$ cat config.mk
export PLATFORM = sky130hd
export DESIGN_NAME = mtcc_coh_ctrl
export DESIGN_NICKNAME = d
export VERILOG_FILES = /design/src/rtl/mtcc_pkg.sv /design/src/rtl/mtcc_coh_ctrl.sv
export SDC_FILE = /design/constraint.sdc
export NUM_CORES = 1
export LEC_CHECK = 0
export ABC_AREA = 1
export BUFFER_PORTS_ARGS = -buffer_cell sky130_fd_sc_hd__buf_2
export CELL_PAD_IN_SITES_DETAIL_PLACEMENT = 1
export CELL_PAD_IN_SITES_GLOBAL_PLACEMENT = 1
export CORE_MARGIN = 1
export CORE_UTILIZATION = 43
export CTS_BUF_LIST = sky130_fd_sc_hd__clkbuf_8
export DETAILED_ROUTE_END_ITERATION = 10
export GPL_ROUTABILITY_DRIVEN = 0
export GPL_TIMING_DRIVEN = 0
export PLACE_DENSITY_LB_ADDON = 0.1
export REMOVE_ABC_BUFFERS = 1
export SYNTH_ARGS = -nofsm -noshare
export SYNTH_HDL_FRONTEND = slang
export SYNTH_SLANG_ARGS = --single-unit
$ cat constraint.sdc
create_clock -name clk -period 5.1 [get_ports clk]
set_input_delay 0.255 -clock clk [delete_from_list [all_inputs] [get_ports clk]]
set_output_delay 0.255 -clock clk [all_outputs]
set_load 0.005 [all_outputs]
$ cat src/rtl/mtcc_pkg.sv
// ----------------------------------------------------------------------------
// mtcc_pkg
// types and constants shared by the two-cache msi coherence core
// ----------------------------------------------------------------------------
`default_nettype none

package mtcc_pkg;

  localparam int ADDR_BITS = 9;
  localparam int LINE_BITS = 8;

  typedef enum logic [1:0] {
    ST_I = 2'd0,
    ST_S = 2'd1,
    ST_M = 2'd2
  } coh_state_t;

  typedef enum logic [2:0] {
    BUS_NONE    = 3'd0,
    BUS_READ    = 3'd1,
    BUS_RIM     = 3'd2,
    BUS_INV     = 3'd3,
    BUS_READ_WB = 3'd4,
    BUS_RIM_WB  = 3'd5
  } bus_action_t;

  typedef enum logic [2:0] {
    CTL_CLEAR = 3'b001,
    CTL_IDLE  = 3'b010,
    CTL_READ  = 3'b100
  } ctl_state_t;

  typedef struct packed {
    logic                 is_write;
    logic                 requester;
    logic [LINE_BITS-1:0] line;
  } coh_req_t;

  typedef struct packed {
    logic        hit;
    bus_action_t bus;
    logic        wb;
    coh_state_t  req_state;
    coh_state_t  snp_state;
  } coh_result_t;

endpackage

`default_nettype wire

$ cat src/rtl/mtcc_coh_ctrl.sv
// ----------------------------------------------------------------------------
// mtcc_coh_ctrl
// per-processor line tag and msi state, requester and snooper transitions
// ----------------------------------------------------------------------------
`default_nettype none

module mtcc_coh_ctrl (
  input  wire logic                 clk,
  input  wire logic                 rst_n,
  input  wire mtcc_pkg::coh_req_t   req,
  input  wire logic                 update,
  output mtcc_pkg::coh_result_t     result
);

  import mtcc_pkg::*;

  coh_state_t           st0_r, st1_r;
  coh_state_t           st0_nxt, st1_nxt;
  logic [LINE_BITS-1:0] tag0_r, tag1_r;
  logic [LINE_BITS-1:0] tag0_nxt, tag1_nxt;

  coh_state_t           my_st;
  coh_state_t           ot_st;
  logic [LINE_BITS-1:0] my_tag;
  logic [LINE_BITS-1:0] ot_tag;
  logic                 hit;
  bus_action_t          bus;
  bus_action_t          bus_final;
  logic                 wb;
  coh_state_t           ns;
  coh_state_t           ot_ns;

  always_comb begin
    my_st  = req.requester ? st1_r  : st0_r;
    ot_st  = req.requester ? st0_r  : st1_r;
    my_tag = req.requester ? tag1_r : tag0_r;
    ot_tag = req.requester ? tag0_r : tag1_r;

    hit = (my_st != ST_I) && (my_tag == req.line);
    bus = BUS_NONE;
    wb  = 1'b0;
    if (hit) begin
      if (req.is_write) begin
        bus = (my_st == ST_M) ? BUS_NONE : BUS_INV;
        ns  = ST_M;
      end else begin
        ns = (my_st == ST_M) ? ST_M : ST_S;
      end
    end else begin
      wb = (my_st == ST_M);
      if (req.is_write) begin
        bus = BUS_RIM;
        ns  = ST_M;
      end else begin
        bus = BUS_READ;
        ns  = ST_S;
      end
    end

    // snoop on the other cache
    ot_ns     = ot_st;
    bus_final = bus;
    if ((bus != BUS_NONE) && (ot_st != ST_I) && (ot_tag == req.line)) begin
      if (ot_st == ST_M) begin
        case (bus)
          BUS_READ: begin
            ot_ns     = ST_S;
            bus_final = BUS_READ_WB;
          end
          BUS_RIM: begin
            ot_ns     = ST_I;
            bus_final = BUS_RIM_WB;
          end
          default: begin
            ot_ns = ST_I;
          end
        endcase
      end else if (bus != BUS_READ) begin
        ot_ns = ST_I;
      end
    end

    st0_nxt  = st0_r;
    st1_nxt  = st1_r;
    tag0_nxt = tag0_r;
    tag1_nxt = tag1_r;
    if (update) begin
      if (req.requester) begin
        st1_nxt  = ns;
        tag1_nxt = req.line;
        st0_nxt  = ot_ns;
      end else begin
        st0_nxt  = ns;
        tag0_nxt = req.line;
        st1_nxt  = ot_ns;
      end
    end

    result.hit       = hit;
    result.bus       = bus_final;
    result.wb        = wb;
    result.req_state = ns;
    result.snp_state = ot_ns;
  end

  always_ff @(posedge clk) begin
    if (!rst_n) begin
      st0_r  <= ST_I;
      st1_r  <= ST_I;
      tag0_r <= '0;
      tag1_r <= '0;
    end else begin
      st0_r  <= st0_nxt;
      st1_r  <= st1_nxt;
      tag0_r <= tag0_nxt;
      tag1_r <= tag1_nxt;
    end
  end

endmodule

`default_nettype wire

==> Word level (Yosys, flattened, before mapping) <==
Index checks and enable logic that the tools add are counted.
{ "word_totals": {"romBits": 0, "wordCells": 42, "ram_bits": 0, "latchBits": 0, "reg_bits": 20, "n_memories": 0} }
{ "op_classes": {"reduce_logical": 8, "n_bitwise": 1, "n_lt_le_gt_ge": 0, "n_mul": 0, "n_addsub": 0, "shifts": 0, "div_mod_pow": 0, "muxes": 22, "n_eq_ne": 7} }
{ "ops": {"columns": ["operator", "n"], "rows": [
  ["2-to-1 mux 2 bit", 14],
  ["equality test 8 bit", 2],
  ["2-to-1 mux 8 bit", 2],
  ["2-to-1 mux 3 bit", 3],
  ["case mux 3 bit (2 select lines)", 1],
  ["equality test 2 bit (second input constant)", 2],
  ["AND reduction 2 bit", 2],
  ["nonzero test 2 bit", 2],
  ["equality test 3 x 1 -> 1 bit (second input constant)", 1],
  ["equality test 3 x 2 -> 1 bit (second input constant)", 1],
  ["logical AND 1 bit", 3],
  ["!= test 3 x 1 -> 1 bit (second input constant)", 1],
  ["nonzero test 3 bit", 1],
  ["2-to-1 mux 1 bit", 2],
  ["NOT 1 bit", 1]
]} }

==> Logic depth before layout (Yosys ltp) <==
Gate-level depths: netlist of run 1.
{ "logic_depth": {"depth_word": 10, "mapped_depth": 24} }

==> Worst setup path before layout of run 1 <==
OpenSTA, ideal clock, no wires.
{ "synth_timing": {"kind": "input -> output", "startpoint": "input req[8] in the netlist's numbering", "endpoint": "output result[0] in the netlist's numbering", "slack_ns": 2.825, "arrival_ns": 2.020, "required_ns": 4.845, "stages": 21, "cell_sequence": "inv_2 > buf_2 > nand2_1 > nand2_1 > nand2_1 > nand2_1 > nand3_1 > nor2_2 > nand2_2 > nor3_2 > nor2_2 > ha_1 > inv_1 > nand2_1 > nor2_1 > nand2_1 > nor2_1 > nand2_1 > inv_1 > nand2_2 > and2_1"} }
{ "synth_rtl": {"columns": ["element", "line_no", "source"], "rows": [
  ["start, declared", "mtcc_coh_ctrl.sv:10", "input wire mtcc_pkg::coh_req_t req,"],
  ["end, declared", "mtcc_coh_ctrl.sv:12", "output mtcc_pkg::coh_result_t result"]
]} }

==> results of run 1 <==
metal layers:
metal	vias up	track usage
li1	861	-
met1	760	0.3196
met2	15	0.3866
met3	5	0.03151
met4	0	0.04870
met5	-	0
sequential cells by signal (all words and copies together) (netlist names):
| signal | flops |
|---|---|
| tag1_r | 8 |
| st1_r | 2 |
| tag0_r | 8 |
| st0_r | 2 |
cells by family after synthesis:
group / after synthesis
XOR/XNOR: 3
adder cells (fa/ha/maj): 2
AND/OR/NAND/NOR: 140
buffers and inverters: 55
AO/OA/AOI/OAI: 47
flip-flops: 20
metrics by stage:
step	hold WS, ps	utilization	setup slack, ps	total power, mW
4_1_cts	288.7	0.4934	1743	0.3742
6_report	286.7	0.4934	1761	0.3713
5_1_grt	301.9	0.4934	1421	0.3961
3_5_place_dp	466.3	0.4811	1754	0.2693
3_3_place_gp	463.6	0.4811	1820	0.2660
2_1_floorplan	393.4	-	2821	0.2356
power by group through the flow:
stage	clock network (mW)	logic, mW	registers (mW)
5_1_grt	0.114	0.108	0.175
3_3_place_gp	0	0.0891	0.177
6_report	0.106	0.0918	0.174
4_1_cts	0.108	0.0927	0.174
3_5_place_dp	0	0.0922	0.177
2_1_floorplan	0	0.0603	0.175
synthesized netlist by cell type:
master and instances:
nand2_1 93, nor2_1 13, inv_2 2, nor3_2 1
dfxtp_1 20, nand4_1 1, clkbuf_1 4, ha_1 2
o211ai_1 1, nand3b_1 1, nor2_2 2, inv_1 42
buf_4 3, xor2_1 3, buf_2 4, o21ai_2 1
o21ai_0 20, and2_1 1, nor3_1 1, nand3_1 24
nand2_2 3, a21oi_1 23, o21ai_1 2
worst max path at each step:
stage / start / end / slack (ps)
after floorplan: req[8] / result[0] / 2820
after global placement: req[8] / result[0] / 1820
after detailed placement: req[8] / result[0] / 1750
after CTS: req[8] / result[0] / 1740
after global routing: req[8] / result[0] / 1420
final: req[8] / result[0] / 1760
critical path: stages:
cell and delay, ps:
buf_2 450, inv_2 320, nand2_1 170, nand2_1 60
nand2_1 50, nand2_1 40, nor2_1 110, nand2_1 80
nor2_2 120, nand2_2 80, nor3_2 130, nor2_2 70
ha_1 200, inv_1 50, nand2_1 50, nor2_1 110
nand2_1 60, nor2_1 110, nand2_1 110, inv_1 90
nand2_2 90, and2_1 140, buf_2 120
area by class of cell:
| class | instances | area (um2) |
|---|---|---|
| multi-input combinational | 192 | 877.1 |
| clock buffer | 3 | 41.29 |
| sequential | 20 | 400.4 |
| fill | 528 | 1690 |
| tap | 46 | 57.56 |
| timing repair buffer | 21 | 105.1 |
| inverter | 44 | 165.2 |
==> impl_metrics.env, run 1 <==
export IMPL_hold_violations=0
export IMPL_r2r_start="tag1_r[4]$_SDFFE_PN0P_"
export IMPL_p_leak_nw=0.8895
export IMPL_ys_top_cells_by_area="dfxtp_1, nand2_1, inv_1"
export IMPL_dr_wl_met2_um=1807
export IMPL_grt_pass1_wl_um=6437
export IMPL_cts_root_buf="clkbuf_8"
export IMPL_ios=22
export IMPL_cts_buffer_depth=2
export IMPL_wl_met1_um=2054
export IMPL_cp_required_ps=4850
export IMPL_p_seq_frac=0.467
export IMPL_htreeDepth=1
export IMPL_synthXorXnorAreaFrac=0.01751
export IMPL_drt_iter0_drc=60
export IMPL_start_util=0.4496
export IMPL_numCtsBuffers=3
export IMPL_cts_hold_buf=0
export IMPL_p_per_area_mw_per_mm2=225.5
export IMPL_relSlewSlack=0.1141
export IMPL_first_pass_iters=4
export IMPL_cts_tree="done"
export IMPL_setup_viol=0
export IMPL_clkPwrFrac=0.285
export IMPL_rsz0062_at_grt="no"
export IMPL_dr_wl_met3_um=70
export IMPL_synth_top_area_share=0.2669
export IMPL_maxCapViolCount=0
export IMPL_hold_path_cell_count=3
export IMPL_start_kind="primary input"
export IMPL_vias_per_cell=5.034
export IMPL_final_antenna_net_count=0
export IMPL_final_common_cell="nand2_1"
export IMPL_switching_power_mw=0.1206
export IMPL_cts_post_setup_buffers_inserted=0
export IMPL_skew_ps=3.540
export IMPL_fmax_mhz=299.5
export IMPL_die_h_um=61.07
export IMPL_cts_resized=0
export IMPL_grt_start_max_net_pins=32
export IMPL_fin_crit_sh=0.6547
export IMPL_worst_pin_slew_ps=1324
export IMPL_synth_largest_area_cell="dfxtp_1"
export IMPL_path_clk_slew_ps=80
export IMPL_cp_max_fo=31
export IMPL_cp_end_kind="output port"
export IMPL_maxSlewViolCount=0
export IMPL_muxShareOfSynthArea=0
export IMPL_num_vias=1641
export IMPL_layout_drive_gt1_share=0.1179
export IMPL_yosysSeqAreaShare=0.2669
export IMPL_synth_simple_area_share=0.3895
export IMPL_crit_type="in -> out"
export IMPL_post_route_cell_area_mm2=0.001647
export IMPL_yosys_area_share_adder=0.01668
export IMPL_setup_tns_ps=0
export IMPL_finalWirelength_um=3963
export IMPL_worstRegToRegCells=22
export IMPL_areaGrowthSynthToFinish_pct=9.758
export IMPL_grt_overflow_total=0
export IMPL_r2r_end="st1_r[1]$_SDFFE_PN0P_"
export IMPL_r2r_setup_slack_ps=2710
export IMPL_post_synth_num_cell_types=23
export IMPL_highest_layer="met4"
export IMPL_cp_arrival_ps=3080
export IMPL_final_nets=297
export IMPL_worst_skew_pair_late_latency_ps=260
export IMPL_globalRouteTotalUtil=0.2318
export IMPL_hold_path_endpoint="tag0_r[3]$_SDFFE_PN0P_"
export IMPL_antenna_found_initial=0
export IMPL_antenna_cells=0
export IMPL_synthCells=267
export IMPL_yosysWarnings=0
export IMPL_hold_class="in -> reg"
export IMPL_fp_dieArea_mm2=0.003729
export IMPL_dp_cells=323
export IMPL_avgSynthCellArea_um2=5.619
export IMPL_row_count=21
export IMPL_synth_top_family_by_area="simple AND/OR/NAND/NOR gates"
export IMPL_p_int_mw=0.2507
export IMPL_grt_pass1_vias=1483
export IMPL_synth_compound_area_frac=0.1610
export IMPL_layout_common_cells="nand2_1, inv_1, nand3_1, a21oi_1, buf_2"
export IMPL_die_w_um=61.07
export IMPL_hpwlAfterDp_um=3003
export IMPL_drc=0
export IMPL_ys_ff_latch=20
export IMPL_drt_wirelength_per_cell_um=12.16
export IMPL_combPwrFrac=0.247
export IMPL_stdcell_count=326
export IMPL_port_buffers=21
export IMPL_placed_area_mm2=0.001605
export IMPL_finalCriticalPeriod_ps=3339
export IMPL_numClockSinks=20
export IMPL_min_from="req[3]"
export IMPL_status="finished, final reports clean"
export IMPL_synth_area_mm2=0.001500
export IMPL_core_mm2=0.003337
export IMPL_swShare=0.3248
export IMPL_ir_drop_uv=122.9
Power figures use the tool's default switching activity.
==> run 2: changes to the inputs <==
--- a/config.mk
+++ b/config.mk
@@ -10,7 +10,7 @@
 export CELL_PAD_IN_SITES_DETAIL_PLACEMENT = 1
 export CELL_PAD_IN_SITES_GLOBAL_PLACEMENT = 1
 export CORE_MARGIN = 1
-export CORE_UTILIZATION = 43
+export CORE_UTILIZATION = 40
 export CTS_BUF_LIST = sky130_fd_sc_hd__clkbuf_8
 export DETAILED_ROUTE_END_ITERATION = 10
 export GPL_ROUTABILITY_DRIVEN = 0
==> constraint.sdc (replaced) <==
create_clock -name clk -period 3.3 [get_ports clk]
set_input_delay 0.165 -clock clk [delete_from_list [all_inputs] [get_ports clk]]
set_output_delay 0.165 -clock clk [all_outputs]
set_load 0.005 [all_outputs]
==> run 2 against run 1 <==
Against the previous run:
- non-clock buffer count stayed put
- clock skew down 0.72 ps
- largest cell class unchanged
- global-route usage decreased by 0.40 points
- critical endpoint unchanged
- combinational power increased by 55%
- critical path depth unchanged
- clock power increased by 150%
- sequential power grew 54%
- final cell count is 0.31% higher
- flip-flop and latch count stayed put
- final area rose by 2.3%
==> impl_metrics.env, run 2 (synthesis gave the netlist of run 1 again) <==
export IMPL_status="finished, final reports clean"
export IMPL_final_nets=297
export IMPL_cts_tree="done"
export IMPL_cts_post_setup_buffers_inserted=0
export IMPL_first_pass_iters=4
export IMPL_grt_overflow_total=0
export IMPL_vias_per_cell=5.034
export IMPL_core_mm2=0.003468
export IMPL_drt_wirelength_per_cell_um=12.68
export IMPL_min_from="req[3]"
export IMPL_cp_end_kind="output port"
export IMPL_final_common_cell="nand2_1"
export IMPL_swShare=0.3031
export IMPL_cts_root_buf="clkbuf_8"
export IMPL_port_buffers=21
export IMPL_maxCapViolCount=0
export IMPL_start_util=0.4325
export IMPL_cp_arrival_ps=2770
export IMPL_grt_pass1_wl_um=7162
export IMPL_drc=0
export IMPL_globalRouteTotalUtil=0.2277
export IMPL_drt_iter0_drc=53
export IMPL_maxSlewViolCount=0
export IMPL_cts_buffer_depth=2
export IMPL_hold_violations=0
export IMPL_path_clk_slew_ps=90
export IMPL_ir_drop_uv=171.0
export IMPL_antenna_cells=0
export IMPL_worstRegToRegCells=18
export IMPL_layout_common_cells="nand2_1, inv_1, nand3_1, a21oi_1"
export IMPL_clkPwrFrac=0.390
export IMPL_relSlewSlack=0.4768
export IMPL_switching_power_mw=0.2040
export IMPL_hpwlAfterDp_um=2940
export IMPL_finalCriticalPeriod_ps=2937
export IMPL_rsz0062_at_grt="no"
export IMPL_p_seq_frac=0.399
export IMPL_hold_path_endpoint="tag1_r[3]$_SDFFE_PN0P_"
export IMPL_cp_required_ps=3130
export IMPL_skew_ps=2.816
export IMPL_row_count=21
export IMPL_grt_start_max_net_pins=32
export IMPL_fp_dieArea_mm2=0.003999
export IMPL_p_int_mw=0.4690
export IMPL_layout_drive_gt1_share=0.1246
export IMPL_p_per_area_mw_per_mm2=399.6
export IMPL_fmax_mhz=340.5
export IMPL_worst_pin_slew_ps=784.0
export IMPL_numClockSinks=20
export IMPL_antenna_found_initial=0
export IMPL_areaGrowthSynthToFinish_pct=12.26
export IMPL_start_kind="primary input"
export IMPL_worst_skew_pair_late_latency_ps=270
export IMPL_finalWirelength_um=4147
export IMPL_setup_viol=0
export IMPL_crit_type="in -> out"
export IMPL_setup_tns_ps=0
export IMPL_cp_max_fo=31
export IMPL_die_w_um=63.24
export IMPL_die_h_um=63.24
export IMPL_htreeDepth=1
export IMPL_numCtsBuffers=3
export IMPL_reg_largest_list="tag0_r (8), tag1_r (8)"
export IMPL_hold_class="in -> reg"
export IMPL_final_antenna_net_count=0
export IMPL_p_leak_nw=0.9044
export IMPL_fin_total_pwr_mw=0.6729
export IMPL_combPwrFrac=0.211
export IMPL_fin_crit_sh=0.8900
export IMPL_r2r_end="st1_r[1]$_SDFFE_PN0P_"
export IMPL_hold_path_cell_count=3
export IMPL_num_vias=1646
export IMPL_ios=22
export IMPL_r2r_start="tag0_r[3]$_SDFFE_PN0P_"
export IMPL_r2r_setup_slack_ps=830
export IMPL_grt_pass1_vias=1558
[run 2: power groups by stage]
stage,registers [mW],logic (mW),clock network (mW)
6_report,0.268,0.142,0.263
4_1_cts,0.268,0.143,0.263
2_1_floorplan,0.271,0.0932,0
3_3_place_gp,0.274,0.138,0
5_1_grt,0.271,0.163,0.271
3_5_place_dp,0.274,0.142,0
[run 2: cell type report]
class / count / area [um2]
Fill cell: 516 / 1784
Multi-Input combinational cell: 192 / 879.6
Sequential cell: 20 / 400.4
Inverter: 44 / 167.7
Timing Repair Buffer: 21 / 107.6
Tap cell: 46 / 57.56
Clock buffer: 3 / 41.29
Clock inverter: 1 / 30.03
[run 2: per-stage QoR]
stage / util / area, um2 / worst slack [ps] / std cells / hold slack (ps)
after global placement: 0.4628 / 1605 / 146.2 / 323 / 461.5
after global routing: 0.4856 / 1684 / 44.24 / 327 / 189.9
final: 0.4856 / 1684 / 362.9 / 327 / 180.0
after floorplan: - / 1443 / 1201 / 256 / 303.4
after detailed placement: 0.4628 / 1605 / 80.79 / 323 / 462.6
after CTS: 0.4834 / 1677 / 55.92 / 327 / 183.9
[run 2: critical path: stages]
cell and delay, ps:
clkbuf_4 350, inv_4 180, nand2_1 120, nand2_1 50, nand2_1 50, nand2_1 40, nor2_1 110, nand2_1 70
nor2_2 140, nand2_2 90, nor3_2 150, nor2_2 70, ha_1 190, inv_1 50, nand2_1 40, nor2_1 110
nand2_1 60, nor2_1 120, nand2_1 110, inv_1 100, nand2_2 90, and2_1 150, buf_2 120
[run 2: timing repair]
action / in CTS / in global routing
resized for setup: 0 / 3
hold buffers: 0 / 0
setup endpoints to repair: 0 / 5
hold endpoints to repair: 0 / 0
[run 2: routing by layer]
layer	wire (um)	track usage
met3	78	0.02717
met5	0	0
met1	2071	0.2903
met4	49	0.06818
met2	1948	0.3978
[run 2: worst max path at each step]
stage,start,end
floorplan,req[8],result[0]
global placement,req[8],result[0]
detailed placement,req[8],result[0]
CTS,req[8],result[0]
global route,req[8],result[6]
finish,req[8],result[0]
